### src/kmeans_clustering_defines.svh
// Assertion macros shared by the k-means cluster RTL.
// Needs clk_i and rst_ni in the module that expands them.
`ifndef KMEANS_CLUSTERING_DEFINES_SVH
`define KMEANS_CLUSTERING_DEFINES_SVH

// same-cycle implication
`define KMC_ASSERT_IMPL(lbl, ante, cons, msg) \
  lbl: assert property (@(posedge clk_i) disable iff (!rst_ni) (ante) |-> (cons)) \
    else $error(msg);

// next-cycle implication
`define KMC_ASSERT_NEXT(lbl, ante, cons, msg) \
  lbl: assert property (@(posedge clk_i) disable iff (!rst_ni) (ante) |=> (cons)) \
    else $error(msg);

`endif

### src/kmc_pkg.sv
// Shared constants, codes and bus types of the k-means cluster block.
// No dependencies.
package kmc_pkg;

  localparam int MAX_POINTS  = 1024;
  localparam int MAX_K       = 8;
  localparam int MAX_DIM     = 8;
  localparam int ITER_LIMIT  = 800;
  localparam int MOVE_LIMIT  = 4295;

  localparam int VAL_W       = 32;
  localparam int DIFF_W      = VAL_W + 1;
  localparam int K_W         = 4;
  localparam int ITER_W      = 10;
  localparam int CFG_W       = 10;
  localparam int CFG_IDX_W   = 1;
  localparam int FIELD_IDX_W = 3;
  localparam int CIDX_W      = $clog2(MAX_K);
  localparam int DIDX_W      = $clog2(MAX_DIM);
  localparam int DIM_CW      = $clog2(MAX_DIM + 1);
  localparam int PT_AW       = $clog2(MAX_POINTS);
  localparam int PT_W        = $clog2(MAX_POINTS + 1);
  localparam int ADDR_W      = PT_AW + DIDX_W;
  localparam int SUM_W       = PT_AW + VAL_W;
  localparam int CNT_W       = PT_W;
  localparam int ACC_W       = 2 * VAL_W + DIDX_W;
  localparam int STEP_W      = $clog2(SUM_W);

  localparam logic [CFG_IDX_W-1:0] REG_NUM_CLUSTERS = 1'b0;
  localparam logic [CFG_IDX_W-1:0] REG_MAX_ITER     = 1'b1;

  typedef enum logic [1:0] {
    ST_OK       = 2'd0,
    ST_BAD_K    = 2'd1,
    ST_BAD_ITER = 2'd2,
    ST_BAD_DATA = 2'd3
  } status_e;

  typedef enum logic [2:0] {
    OP_NONE,
    OP_SEED,
    OP_CLEAR,
    OP_DIST,
    OP_ADD,
    OP_UPDATE,
    OP_READ
  } op_kind_e;

  typedef enum logic [3:0] {
    S_LOAD,
    S_CHECK,
    S_ERR,
    S_SEED,
    S_PASS,
    S_DIST,
    S_DIST_WAIT,
    S_TOK,
    S_ADD,
    S_UPD,
    S_UPD_WAIT,
    S_PASS_END,
    S_EMIT_RD,
    S_EMIT_PUT
  } state_e;

  // broadcast to every cell
  typedef struct packed {
    op_kind_e           kind;
    logic [CIDX_W-1:0]  target;
    logic [DIDX_W-1:0]  d;
    logic               first;
    logic [VAL_W-1:0]   value;
  } op_t;

  // nearest-centroid token passed along the row
  typedef struct packed {
    logic               valid;
    logic               have;
    logic [ACC_W-1:0]   sqd;
    logic [CIDX_W-1:0]  idx;
  } tok_t;

  typedef struct packed {
    logic busy;
    logic moved;
  } cell_stat_t;

endpackage

### src/kmc_div.sv
// Bit-serial restoring divider: unsigned sum magnitude by member count.
// One quotient bit per cycle. Depends on kmc_pkg.
module kmc_div (
  input  logic                      clk_i,
  input  logic                      rst_ni,
  input  logic                      start_i,
  input  logic [kmc_pkg::SUM_W-1:0] dividend_i,
  input  logic [kmc_pkg::CNT_W-1:0] divisor_i,
  output logic                      busy_o,
  output logic                      done_o,
  output logic [kmc_pkg::SUM_W-1:0] quo_o
);
  import kmc_pkg::*;

  logic [SUM_W-1:0]  quo_q;
  logic [CNT_W-1:0]  rem_q, den_q;
  logic [STEP_W-1:0] step_q;
  logic              busy_q, done_q;
  logic [CNT_W:0]    trial, trial_sub;
  logic              ge;

  assign trial     = {rem_q, quo_q[SUM_W-1]};
  assign ge        = trial >= {1'b0, den_q};
  assign trial_sub = trial - {1'b0, den_q};

  always_ff @(posedge clk_i or negedge rst_ni) begin
    if (!rst_ni) begin
      busy_q <= 1'b0;
      done_q <= 1'b0;
      step_q <= '0;
    end else begin
      done_q <= busy_q && (step_q == STEP_W'(SUM_W - 1));
      if (start_i) begin
        busy_q <= 1'b1;
        step_q <= '0;
      end else if (busy_q) begin
        step_q <= step_q + STEP_W'(1);
        if (step_q == STEP_W'(SUM_W - 1)) begin
          busy_q <= 1'b0;
        end
      end
    end
  end

  always_ff @(posedge clk_i) begin
    if (start_i) begin
      quo_q <= dividend_i;
      rem_q <= '0;
      den_q <= divisor_i;
    end else if (busy_q) begin
      quo_q <= {quo_q[SUM_W-2:0], ge};
      rem_q <= ge ? trial_sub[CNT_W-1:0] : trial[CNT_W-1:0];
    end
  end

  assign busy_o = busy_q;
  assign done_o = done_q;
  assign quo_o  = quo_q;

endmodule

### src/kmc_cell.sv
// One centroid cell: coordinates, sums, count, squared-distance pipeline,
// divider and a stage of the nearest-centroid token row. Uses kmc_pkg, kmc_div.
`include "kmeans_clustering_defines.svh"
module kmc_cell (
  input  logic                       clk_i,
  input  logic                       rst_ni,
  input  logic [kmc_pkg::CIDX_W-1:0] cell_idx_i,
  input  logic [kmc_pkg::K_W-1:0]    num_clusters_i,
  input  kmc_pkg::op_t               op_i,
  input  kmc_pkg::tok_t              tok_i,
  output kmc_pkg::tok_t              tok_o,
  output logic [kmc_pkg::VAL_W-1:0]  cent_o,
  output kmc_pkg::cell_stat_t        stat_o
);
  import kmc_pkg::*;

  logic [VAL_W-1:0]  cent_q [MAX_DIM];
  logic [SUM_W-1:0]  sum_q  [MAX_DIM];
  logic [CNT_W-1:0]  cnt_q;
  logic [ACC_W-1:0]  acc_q;

  logic              s1_v_q, s1_first_q;
  logic [DIFF_W-1:0] diff_q;
  logic              s2_v_q, s2_first_q;
  logic [33:0]       phh_q;
  logic [32:0]       phl_q;
  logic [31:0]       pll_q;

  logic [VAL_W-1:0]  old_q, v_q;
  logic [DIDX_W-1:0] upd_d_q;
  logic              upd_first_q, neg_q, fire_q;
  tok_t              tok_q;

  logic              active, sel, dist_in, upd_in, div_start;
  logic              s1_load, s1_first;
  logic [VAL_W-1:0]  op_a, op_b;
  logic [DIFF_W-1:0] diff_d;
  logic [DIFF_W-1:0] mag;
  logic [16:0]       mh;
  logic [15:0]       ml;
  logic [33:0]       phh_d;
  logic [32:0]       phl_d;
  logic [31:0]       pll_d;
  logic [ACC_W-1:0]  sq;
  logic [SUM_W-1:0]  sum_sel, sum_mag;
  logic              div_busy, div_done, take;
  logic [SUM_W-1:0]  quo;
  logic [VAL_W-1:0]  quo_lo;

  assign active   = K_W'(cell_idx_i) < num_clusters_i;
  assign sel      = op_i.target == cell_idx_i;
  assign dist_in  = (op_i.kind == OP_DIST) && active;
  assign upd_in   = (op_i.kind == OP_UPDATE) && active;
  assign sum_sel  = sum_q[op_i.d];
  assign sum_mag  = sum_sel[SUM_W-1] ? (~sum_sel + SUM_W'(1)) : sum_sel;
  assign div_start = upd_in && (cnt_q != '0);
  assign cent_o   = cent_q[op_i.d];

  // stage 1 operands: a point coordinate, or the new centroid value
  always_comb begin
    s1_load  = dist_in || fire_q;
    op_a     = dist_in ? cent_q[op_i.d] : old_q;
    op_b     = dist_in ? op_i.value : v_q;
    s1_first = dist_in ? op_i.first : upd_first_q;
    diff_d   = {op_a[VAL_W-1], op_a} - {op_b[VAL_W-1], op_b};
  end

  assign mag   = diff_q[DIFF_W-1] ? (~diff_q + DIFF_W'(1)) : diff_q;
  assign mh    = mag[32:16];
  assign ml    = mag[15:0];
  assign phh_d = mh * mh;
  assign phl_d = mh * ml;
  assign pll_d = ml * ml;
  assign sq    = ACC_W'({phh_q, 32'b0}) + ACC_W'({phl_q, 17'b0}) + ACC_W'(pll_q);

  assign quo_lo = quo[VAL_W-1:0];
  assign take   = active && (!tok_i.have || (acc_q < tok_i.sqd));

  kmc_div u_div (
    .clk_i      (clk_i),
    .rst_ni     (rst_ni),
    .start_i    (div_start),
    .dividend_i (sum_mag),
    .divisor_i  (cnt_q),
    .busy_o     (div_busy),
    .done_o     (div_done),
    .quo_o      (quo)
  );

  always_ff @(posedge clk_i or negedge rst_ni) begin
    if (!rst_ni) begin
      s1_v_q <= 1'b0;
      s2_v_q <= 1'b0;
      fire_q <= 1'b0;
      tok_q  <= '0;
    end else begin
      s1_v_q <= s1_load;
      s2_v_q <= s1_v_q;
      fire_q <= (upd_in && (cnt_q == '0)) || div_done;
      tok_q.valid <= tok_i.valid;
      if (tok_i.valid) begin
        tok_q.have <= tok_i.have || take;
        tok_q.sqd  <= take ? acc_q : tok_i.sqd;
        tok_q.idx  <= take ? cell_idx_i : tok_i.idx;
      end
    end
  end

  always_ff @(posedge clk_i) begin
    case (op_i.kind)
      OP_SEED: begin
        if (sel) cent_q[op_i.d] <= op_i.value;
      end
      OP_CLEAR: begin
        for (int i = 0; i < MAX_DIM; i++) sum_q[i] <= '0;
        cnt_q <= '0;
      end
      OP_ADD: begin
        if (sel) begin
          sum_q[op_i.d] <= sum_sel + {{(SUM_W-VAL_W){op_i.value[VAL_W-1]}}, op_i.value};
          if (op_i.first) cnt_q <= cnt_q + CNT_W'(1);
        end
      end
      OP_UPDATE: begin
        if (active) begin
          old_q       <= cent_q[op_i.d];
          upd_d_q     <= op_i.d;
          upd_first_q <= op_i.first;
          neg_q       <= sum_sel[SUM_W-1];
          if (cnt_q == '0) v_q <= op_i.value;
        end
      end
      default: begin
      end
    endcase
    if (div_done) v_q <= neg_q ? (~quo_lo + VAL_W'(1)) : quo_lo;
    // commit the new coordinate as its move enters the pipeline
    if (fire_q) cent_q[upd_d_q] <= v_q;
    if (s1_load) begin
      diff_q     <= diff_d;
      s1_first_q <= s1_first;
    end
    if (s1_v_q) begin
      phh_q      <= phh_d;
      phl_q      <= phl_d;
      pll_q      <= pll_d;
      s2_first_q <= s1_first_q;
    end
    if (s2_v_q) acc_q <= s2_first_q ? sq : acc_q + sq;
  end

  assign tok_o        = tok_q;
  // the quotient still has to reach the move pipeline while done is high
  assign stat_o.busy  = div_busy || div_done || fire_q || s1_v_q || s2_v_q;
  assign stat_o.moved = active && (acc_q >= ACC_W'(MOVE_LIMIT));

  `KMC_ASSERT_IMPL(a_div_count_nonzero, div_busy, cnt_q != '0, "divider runs on empty cluster")
  `KMC_ASSERT_NEXT(a_fire_feeds_pipe, fire_q, s1_v_q, "centroid move not squared")
  `KMC_ASSERT_NEXT(a_token_advances, tok_i.valid, tok_q.valid, "token lost in cell")

endmodule

### config.mk
export PLATFORM = sky130hd
export DESIGN_NAME = kmc_cell
export DESIGN_NICKNAME = d
export VERILOG_FILES = /design/src/kmc_pkg.sv /design/src/kmc_div.sv /design/src/kmc_cell.sv
export VERILOG_INCLUDE_DIRS = /design/src /design/src/src
export SDC_FILE = /design/constraint.sdc
export NUM_CORES = 2
export LEC_CHECK = 0
export ABC_CLOCK_PERIOD_IN_PS = 10350
export BUFFER_PORTS_ARGS = -buffer_cell sky130_fd_sc_hd__clkbuf_2
export CAP_MARGIN = 20
export CORE_UTILIZATION = 57
export DETAILED_ROUTE_END_ITERATION = 8
export HOLD_SLACK_MARGIN = 0.12
export PLACE_DENSITY = 0.72
export SLEW_MARGIN = 25
export SYNTH_ARGS = -nofsm -noshare
export SYNTH_HDL_FRONTEND = slang
export SYNTH_HIERARCHICAL = 1
export SYNTH_SLANG_ARGS = --single-unit
export TNS_END_PERCENT = 100
### constraint.sdc
create_clock -name clk_i -period 10.35 [get_ports clk_i]
set_clock_uncertainty 0.05 [all_clocks]
set_input_delay 2.07 -clock clk_i [delete_from_list [all_inputs] [get_ports clk_i]]
set_output_delay 2.07 -clock clk_i [all_outputs]
set_load 0.01 [all_outputs]
# Yosys cells after proc, flatten, opt, wreduce, memory -nomap -nowiden

Memories as Yosys holds them, arrays and structs flattened.
Cells that the tools add are included.

Bits in registers: 428
Memory bits (writable): 592
Input bits: 123
Word-level logic and storage cells: 121
Memories kept: 2

Add/sub/neg operators: 11
$mul: 3
Order comparisons: 4
Equal/unequal tests: 9
Muxes and demuxes: 36
Bitwise operators: 3
Reductions and logical operators: 27

Memory list:

| name   | words | width | read ports | clocked after Yosys merged registers in | write ports | line           | source |
|---|---|---|---|---|---|---|---|
| sum_q  | 8     | 42    | 1          | 0                                       | 8           | kmc_cell.sv:18 | `logic [SUM_W-1:0] sum_q [MAX_DIM];` |
| cent_q | 8     | 32    | 1          | 0                                       | 2           | kmc_cell.sv:17 | `logic [VAL_W-1:0] cent_q [MAX_DIM];` |

Operators with widths:

| operator                | number |
|---|---|
| $mux W32                | 7 |
| $mux W42                | 4 |
| $mux W67                | 2 |
| $add A66 B50 Y67        | 1 |
| $add A67 B32 Y67        | 1 |
| $add A67 B67 Y67        | 1 |
| $ge A67 B13 Y1 const B  | 1 |
| $lt A67 B67 Y1          | 1 |
| $add A42 B1 Y42 const B | 1 |
| $add A42 B42 Y42        | 1 |
| $not A42 Y42            | 1 |
| $reduce_or A42 Y1       | 1 |
| $mul A17 B17 Y34        | 1 |
| $add A33 B1 Y33 const B | 1 |
| $mul A17 B16 Y33        | 1 |
| $mux W11                | 3 |
| $mux W33                | 1 |
| $not A33 Y33            | 1 |
| $sub A32 B32 Y33        | 1 |
| $add A32 B1 Y32 const B | 1 |
| $mul A16 B16 Y32        | 1 |
| $not A32 Y32            | 1 |
| $pmux W11 S2            | 1 |
| $mux W1                 | 14 |
| other kinds (21)        | 44 |

# Logic depth before layout (Yosys ltp)

Depth in word-level cells: 6
Depth in mapped cells: 37
Depth with buffers taken out: 33

# Modules after synthesis

The synthesis kept the hierarchy.

By module, submodules not included:

| module   | instances | cells each | area an instance (um2) |
|---|---|---|---|
| kmc_cell | 1         | 7749       | 78778.1 |
| kmc_div  | 1         | 290        | 3614.7 |

# Worst setup path before layout

No wires, ideal clock.

Path type: register to register
From: register diff_q[0]
To: register phl_q[31], data pin
Arrival: 8.692 ns
Path slack: 1.450 ns
Stages on the path, launching flop included: 33
Cell sequence: edfxtp_1 clkbuf_1 inv_1 clkbuf_1 clkbuf_1 ha_1 nand2_1 or4_1 or2_2 o31a_1 xor2_1 inv_1 clkbuf_1 nor2_1 fa_1 fa_1 fa_1 fa_1 fa_1 inv_1 fa_1 inv_1 ha_1 a21o_1 a21o_1 a21oi_1 o21a_1 o211ai_1 and3_1 nor2_1 a211o_1 or4b_2 o211ai_1

Word-level cells in the longest chain between the ends: 4

Ends and longest elaborated chain:

| element                | line            | source |
|---|---|---|
| from (decl)            | kmc_cell.sv:23  | `logic [DIFF_W-1:0] diff_q;` |
| from (signal assigned) | kmc_cell.sv:140 | `diff_q <= diff_d;` |
| $not A33 Y33           | kmc_cell.sv:68  | `assign mag = diff_q[DIFF_W-1] ? (~diff_q + DIFF_W'(1)) : diff_q;` |
| $add A33 B1 Y33        | kmc_cell.sv:68  |  |
| $mux W33 *             | kmc_cell.sv:68  |  |
| $mul A17 B16 Y33 *     | kmc_cell.sv:72  | `assign phl_d = mh * ml;` |
| via phl_d[31]          | kmc_cell.sv:42  | `logic [32:0] phl_d;` |
| to (signal assigned)   | kmc_cell.sv:145 | `phl_q <= phl_d;` |
| to (decl)              | kmc_cell.sv:26  | `logic [32:0] phl_q;` |

Mark *: on every way through the listed nets, which the timed path passes. The rest lies on a longest branch.
A chain may end at the register's enable or synchronous reset.

# Final worst setup path

From: register diff_q[8]
To: register phh_q[32], data pin

Word-level cells in the longest chain between the ends: 4

Ends and longest elaborated chain:

| element              | line            | source |
|---|---|---|
| $not A33 Y33         | kmc_cell.sv:68  |  |
| $add A33 B1 Y33      | kmc_cell.sv:68  |  |
| $mux W33             | kmc_cell.sv:68  |  |
| $mul A17 B17 Y34     | kmc_cell.sv:71  | `assign phh_d = mh * mh;` |
| via phh_d[32]        | kmc_cell.sv:41  | `logic [33:0] phh_d;` |
| to (signal assigned) | kmc_cell.sv:144 | `phh_q <= phh_d;` |
| to (decl)            | kmc_cell.sv:25  | `logic [33:0] phh_q;` |

The timed path passes the listed nets, and every way through them passes these cells.

==> reports/qor.csv <==
stage;metric;value;unit
setup_path;worstPathRequired;10750;ps
route;wl_per_cell;24.3;um
route;drtIter0Drc;5811;
synth;async_reset_ff_share;8.15;%
die;initial_core_util;57.4;%
placed_design;io_buffers;228;
setup_path;cp-end-kind;flop;
die;die_h;382;um
synth;syn_area;0.0824;mm2
synth;syn_inst;8039;
setup_path;path_class;flop to flop;
finish;drive_gt1_share;12.9;%
synth;ys_warn_count;6;
grt;grt_first_pass_wirelength;374000;um
timing;period_share;94.7;%
timing;finalMaxSlewViolations;0;
grt;antenna_found_initial;7;
synth;synth_seq_cells;1018;
clock_network;hold_buffers;0;
placed_design;placed_cells;9894;
finish;mostFrequentLayoutCell;inv_1;
grt;grt_start_max_net_pins;154;
route;drt_pre_antenna_iters;6;
finish;finish.utilization;62.3;%
timing;relSlewSlack;26.7;%
timing;setup_viol;0;
die;num_rows;139;
die;coreArea;0.143;mm2
clock_network;cts_tree;yes;
setup_path;path_max_fanout;9;
route;viasPerCell;6.25;
job;maxCapViolations;0;
clock_network;clockRootBuffer;clkbuf_16;
timing;rsz0062_at_grt;no;
setup_path;slowest_stage;or4_4;
worst_hold_path;min_path_type;flop to flop;
synth;yosysSeqAreaShare;36.5;%
die;die_x;382;um
die;pin_count;229;
clock_network;clk_pin_slew;60;ps
route;route.detailed.drc;0;
clock_network;htree_levels;3;
timing;tightest_slew;1090;ps
clock_network;clock_sinks;1018;
grt;grt_pass1_vias;63536;
placed_design;hpwlAfterDp;172000;um
finish;nNetsFinal;9352;
timing;hold_viol_final;0;
setup_path;crit_path_start_kind;flop;
setup_path;worst_ep_arrival_time;10200;ps
synth;synth_ff_type;edfxtp_1;
timing;fmax;102;MHz
grt;grt_overflow;0;
clock_network;clk_path_buf_depth;3;
timing;whs;387;ps
finish;mostFrequentLayoutCells;933 x inv_1, 924 x edfxtp_1, 844 x nor2_1;
timing;tns;0;ps
die;die_area;0.146;mm2
placed_design;place_congestion;0.945;
synth;synth.avg_cell_area;10.2;um2
timing;min_period;9800;ps
finish;fin_cells;10100;
setup_path;max_stage_delay;560;ps
clock_network;clkLatencyLatePin;780;ps
route;routed_wl;246000;um
synth;synth_edf_count;924;
grt;grt_usage;33.4;%
finish;synthToLayoutAreaGrowth;8.44;%
route;num_vias;63116;
clock_network;cts_made_buffers;108;
synth;ys_types;102;
run_status;status;complete, no violations;
route;ant_nets;0;
[per-layer routing]
metal  share of wire, %  GRT usage, %  wire [um]
met5              0.027             0         67
met4                5.9          17.2      14500
met3                8.4          5.54      20800
met2                 49          56.3     119000
met1                 37          41.4      91100
[synth_stat cells, types with 45 or more instances]
cell type / instances / area share [%]
ha_1: 560 / 8.5
a22oi_1: 93 / 0.85
nand4_1: 65 / 0.49
xnor2_1: 226 / 2.4
nor2_1: 851 / 3.9
a31oi_1: 106 / 0.80
dfrtp_1: 83 / 2.5
and3_1: 113 / 0.86
a21oi_1: 347 / 2.1
nand3_1: 239 / 1.5
a21o_1: 169 / 1.5
mux2i_1: 73 / 0.89
inv_1: 936 / 4.3
clkbuf_1: 340 / 1.5
nor2b_1: 115 / 0.87
fa_1: 566 / 14
o21ai_0: 192 / 1.2
nor3_1: 83 / 0.50
a221oi_1: 75 / 0.80
mux2_2: 382 / 5.2
o211ai_1: 93 / 0.85
xor2_1: 152 / 1.6
edfxtp_1: 924 / 34
buf_1: 52 / 0.24
o21a_1: 45 / 0.41
nand2_1: 551 / 2.5
[through the flow]
stage / cell area [um2] / setup slack [ps]
after floorplan: 82500 / 1450
after detailed placement: 85700 / 601
final: 89300 / 548
after global placement: 85700 / 778
after CTS: 89300 / 530
after global routing: 89300 / 137
[path summary, 6_finish.rpt]
kind | from | end | slack [ps] | cells after the start
hold reg to reg | s1_first_q$_DFFE_PP_ | s2_first_q$_DFFE_PP_ | 390 | 0
hold / removal | s1_first_q$_DFFE_PP_ | s2_first_q$_DFFE_PP_ | 390 | 0
setup reg to reg | diff_q[8]$_DFFE_PP_ | phh_q[32]$_DFFE_PP_ | 550 | 30
setup / recovery | diff_q[8]$_DFFE_PP_ | phh_q[32]$_DFFE_PP_ | 550 | 30
max in group asynchronous | rst_ni | s1_v_q$_DFF_PN0_ | 7730 | 2
min in group asynchronous | rst_ni | tok_o[26]$_DFFE_PN0P_ | 1240 | 1
[flip-flops by register name, summed over array words and instances, names as in the netlist, 3 cells and up]
register,count
acc_q,67
cent_q,256
cnt_q,11
diff_q,33
old_q,32
phh_q,33
phl_q,33
pll_q,31
sum_q,336
tok_o,72
u_div/den_q,11
u_div/quo_o,42
u_div/rem_q,11
u_div/step_q,6
upd_d_q,3
v_q,32
[cells by family after synthesis]
kind of cell | synth area share (%)
buffers and inverters | 6.37
other | 0.00911
DFF | 36.5
AOI/OAI and AO/OA | 11.6
xor gates and xnor gates | 4.07
adders and majority gates | 22.3
muxes | 6.76
and+or+nand+nor | 12.4
[worst max-delay path, delay by kind of cell (launching register included)]
| kind | cells | cell delay, ps |
|---|---|---|
| flops | 1 | 420 |
| compound gates | 9 | 2530 |
| fa+ha+maj | 7 | 3200 |
| buf+inv | 7 | 1070 |
| xor+xnor | 1 | 120 |
| simple gates | 6 | 2090 |
[area by class of cell]
cell class	instances	area, um2
Clock inverter	63	641
Antenna cell	1	2.50
Tap cell	1903	2380
Timing Repair Buffer	366	2220
Clock buffer	140	2890
Fill cell	11738	54100
Sequential cell	1018	30100
Inverter	945	3550
Multi-Input combinational cell	5664	47600
[repair_timing]
| action | CTS | global route |
|---|---|---|
| gates resized for setup | 0 | 1 |
| setup endpoints to repair | 0 | 1 |
| setup buffers | 0 | 0 |
Power is left out: the tool's default activity adds up to more than one toggle a clock period on the data nets, which glitch-free logic cannot reach.
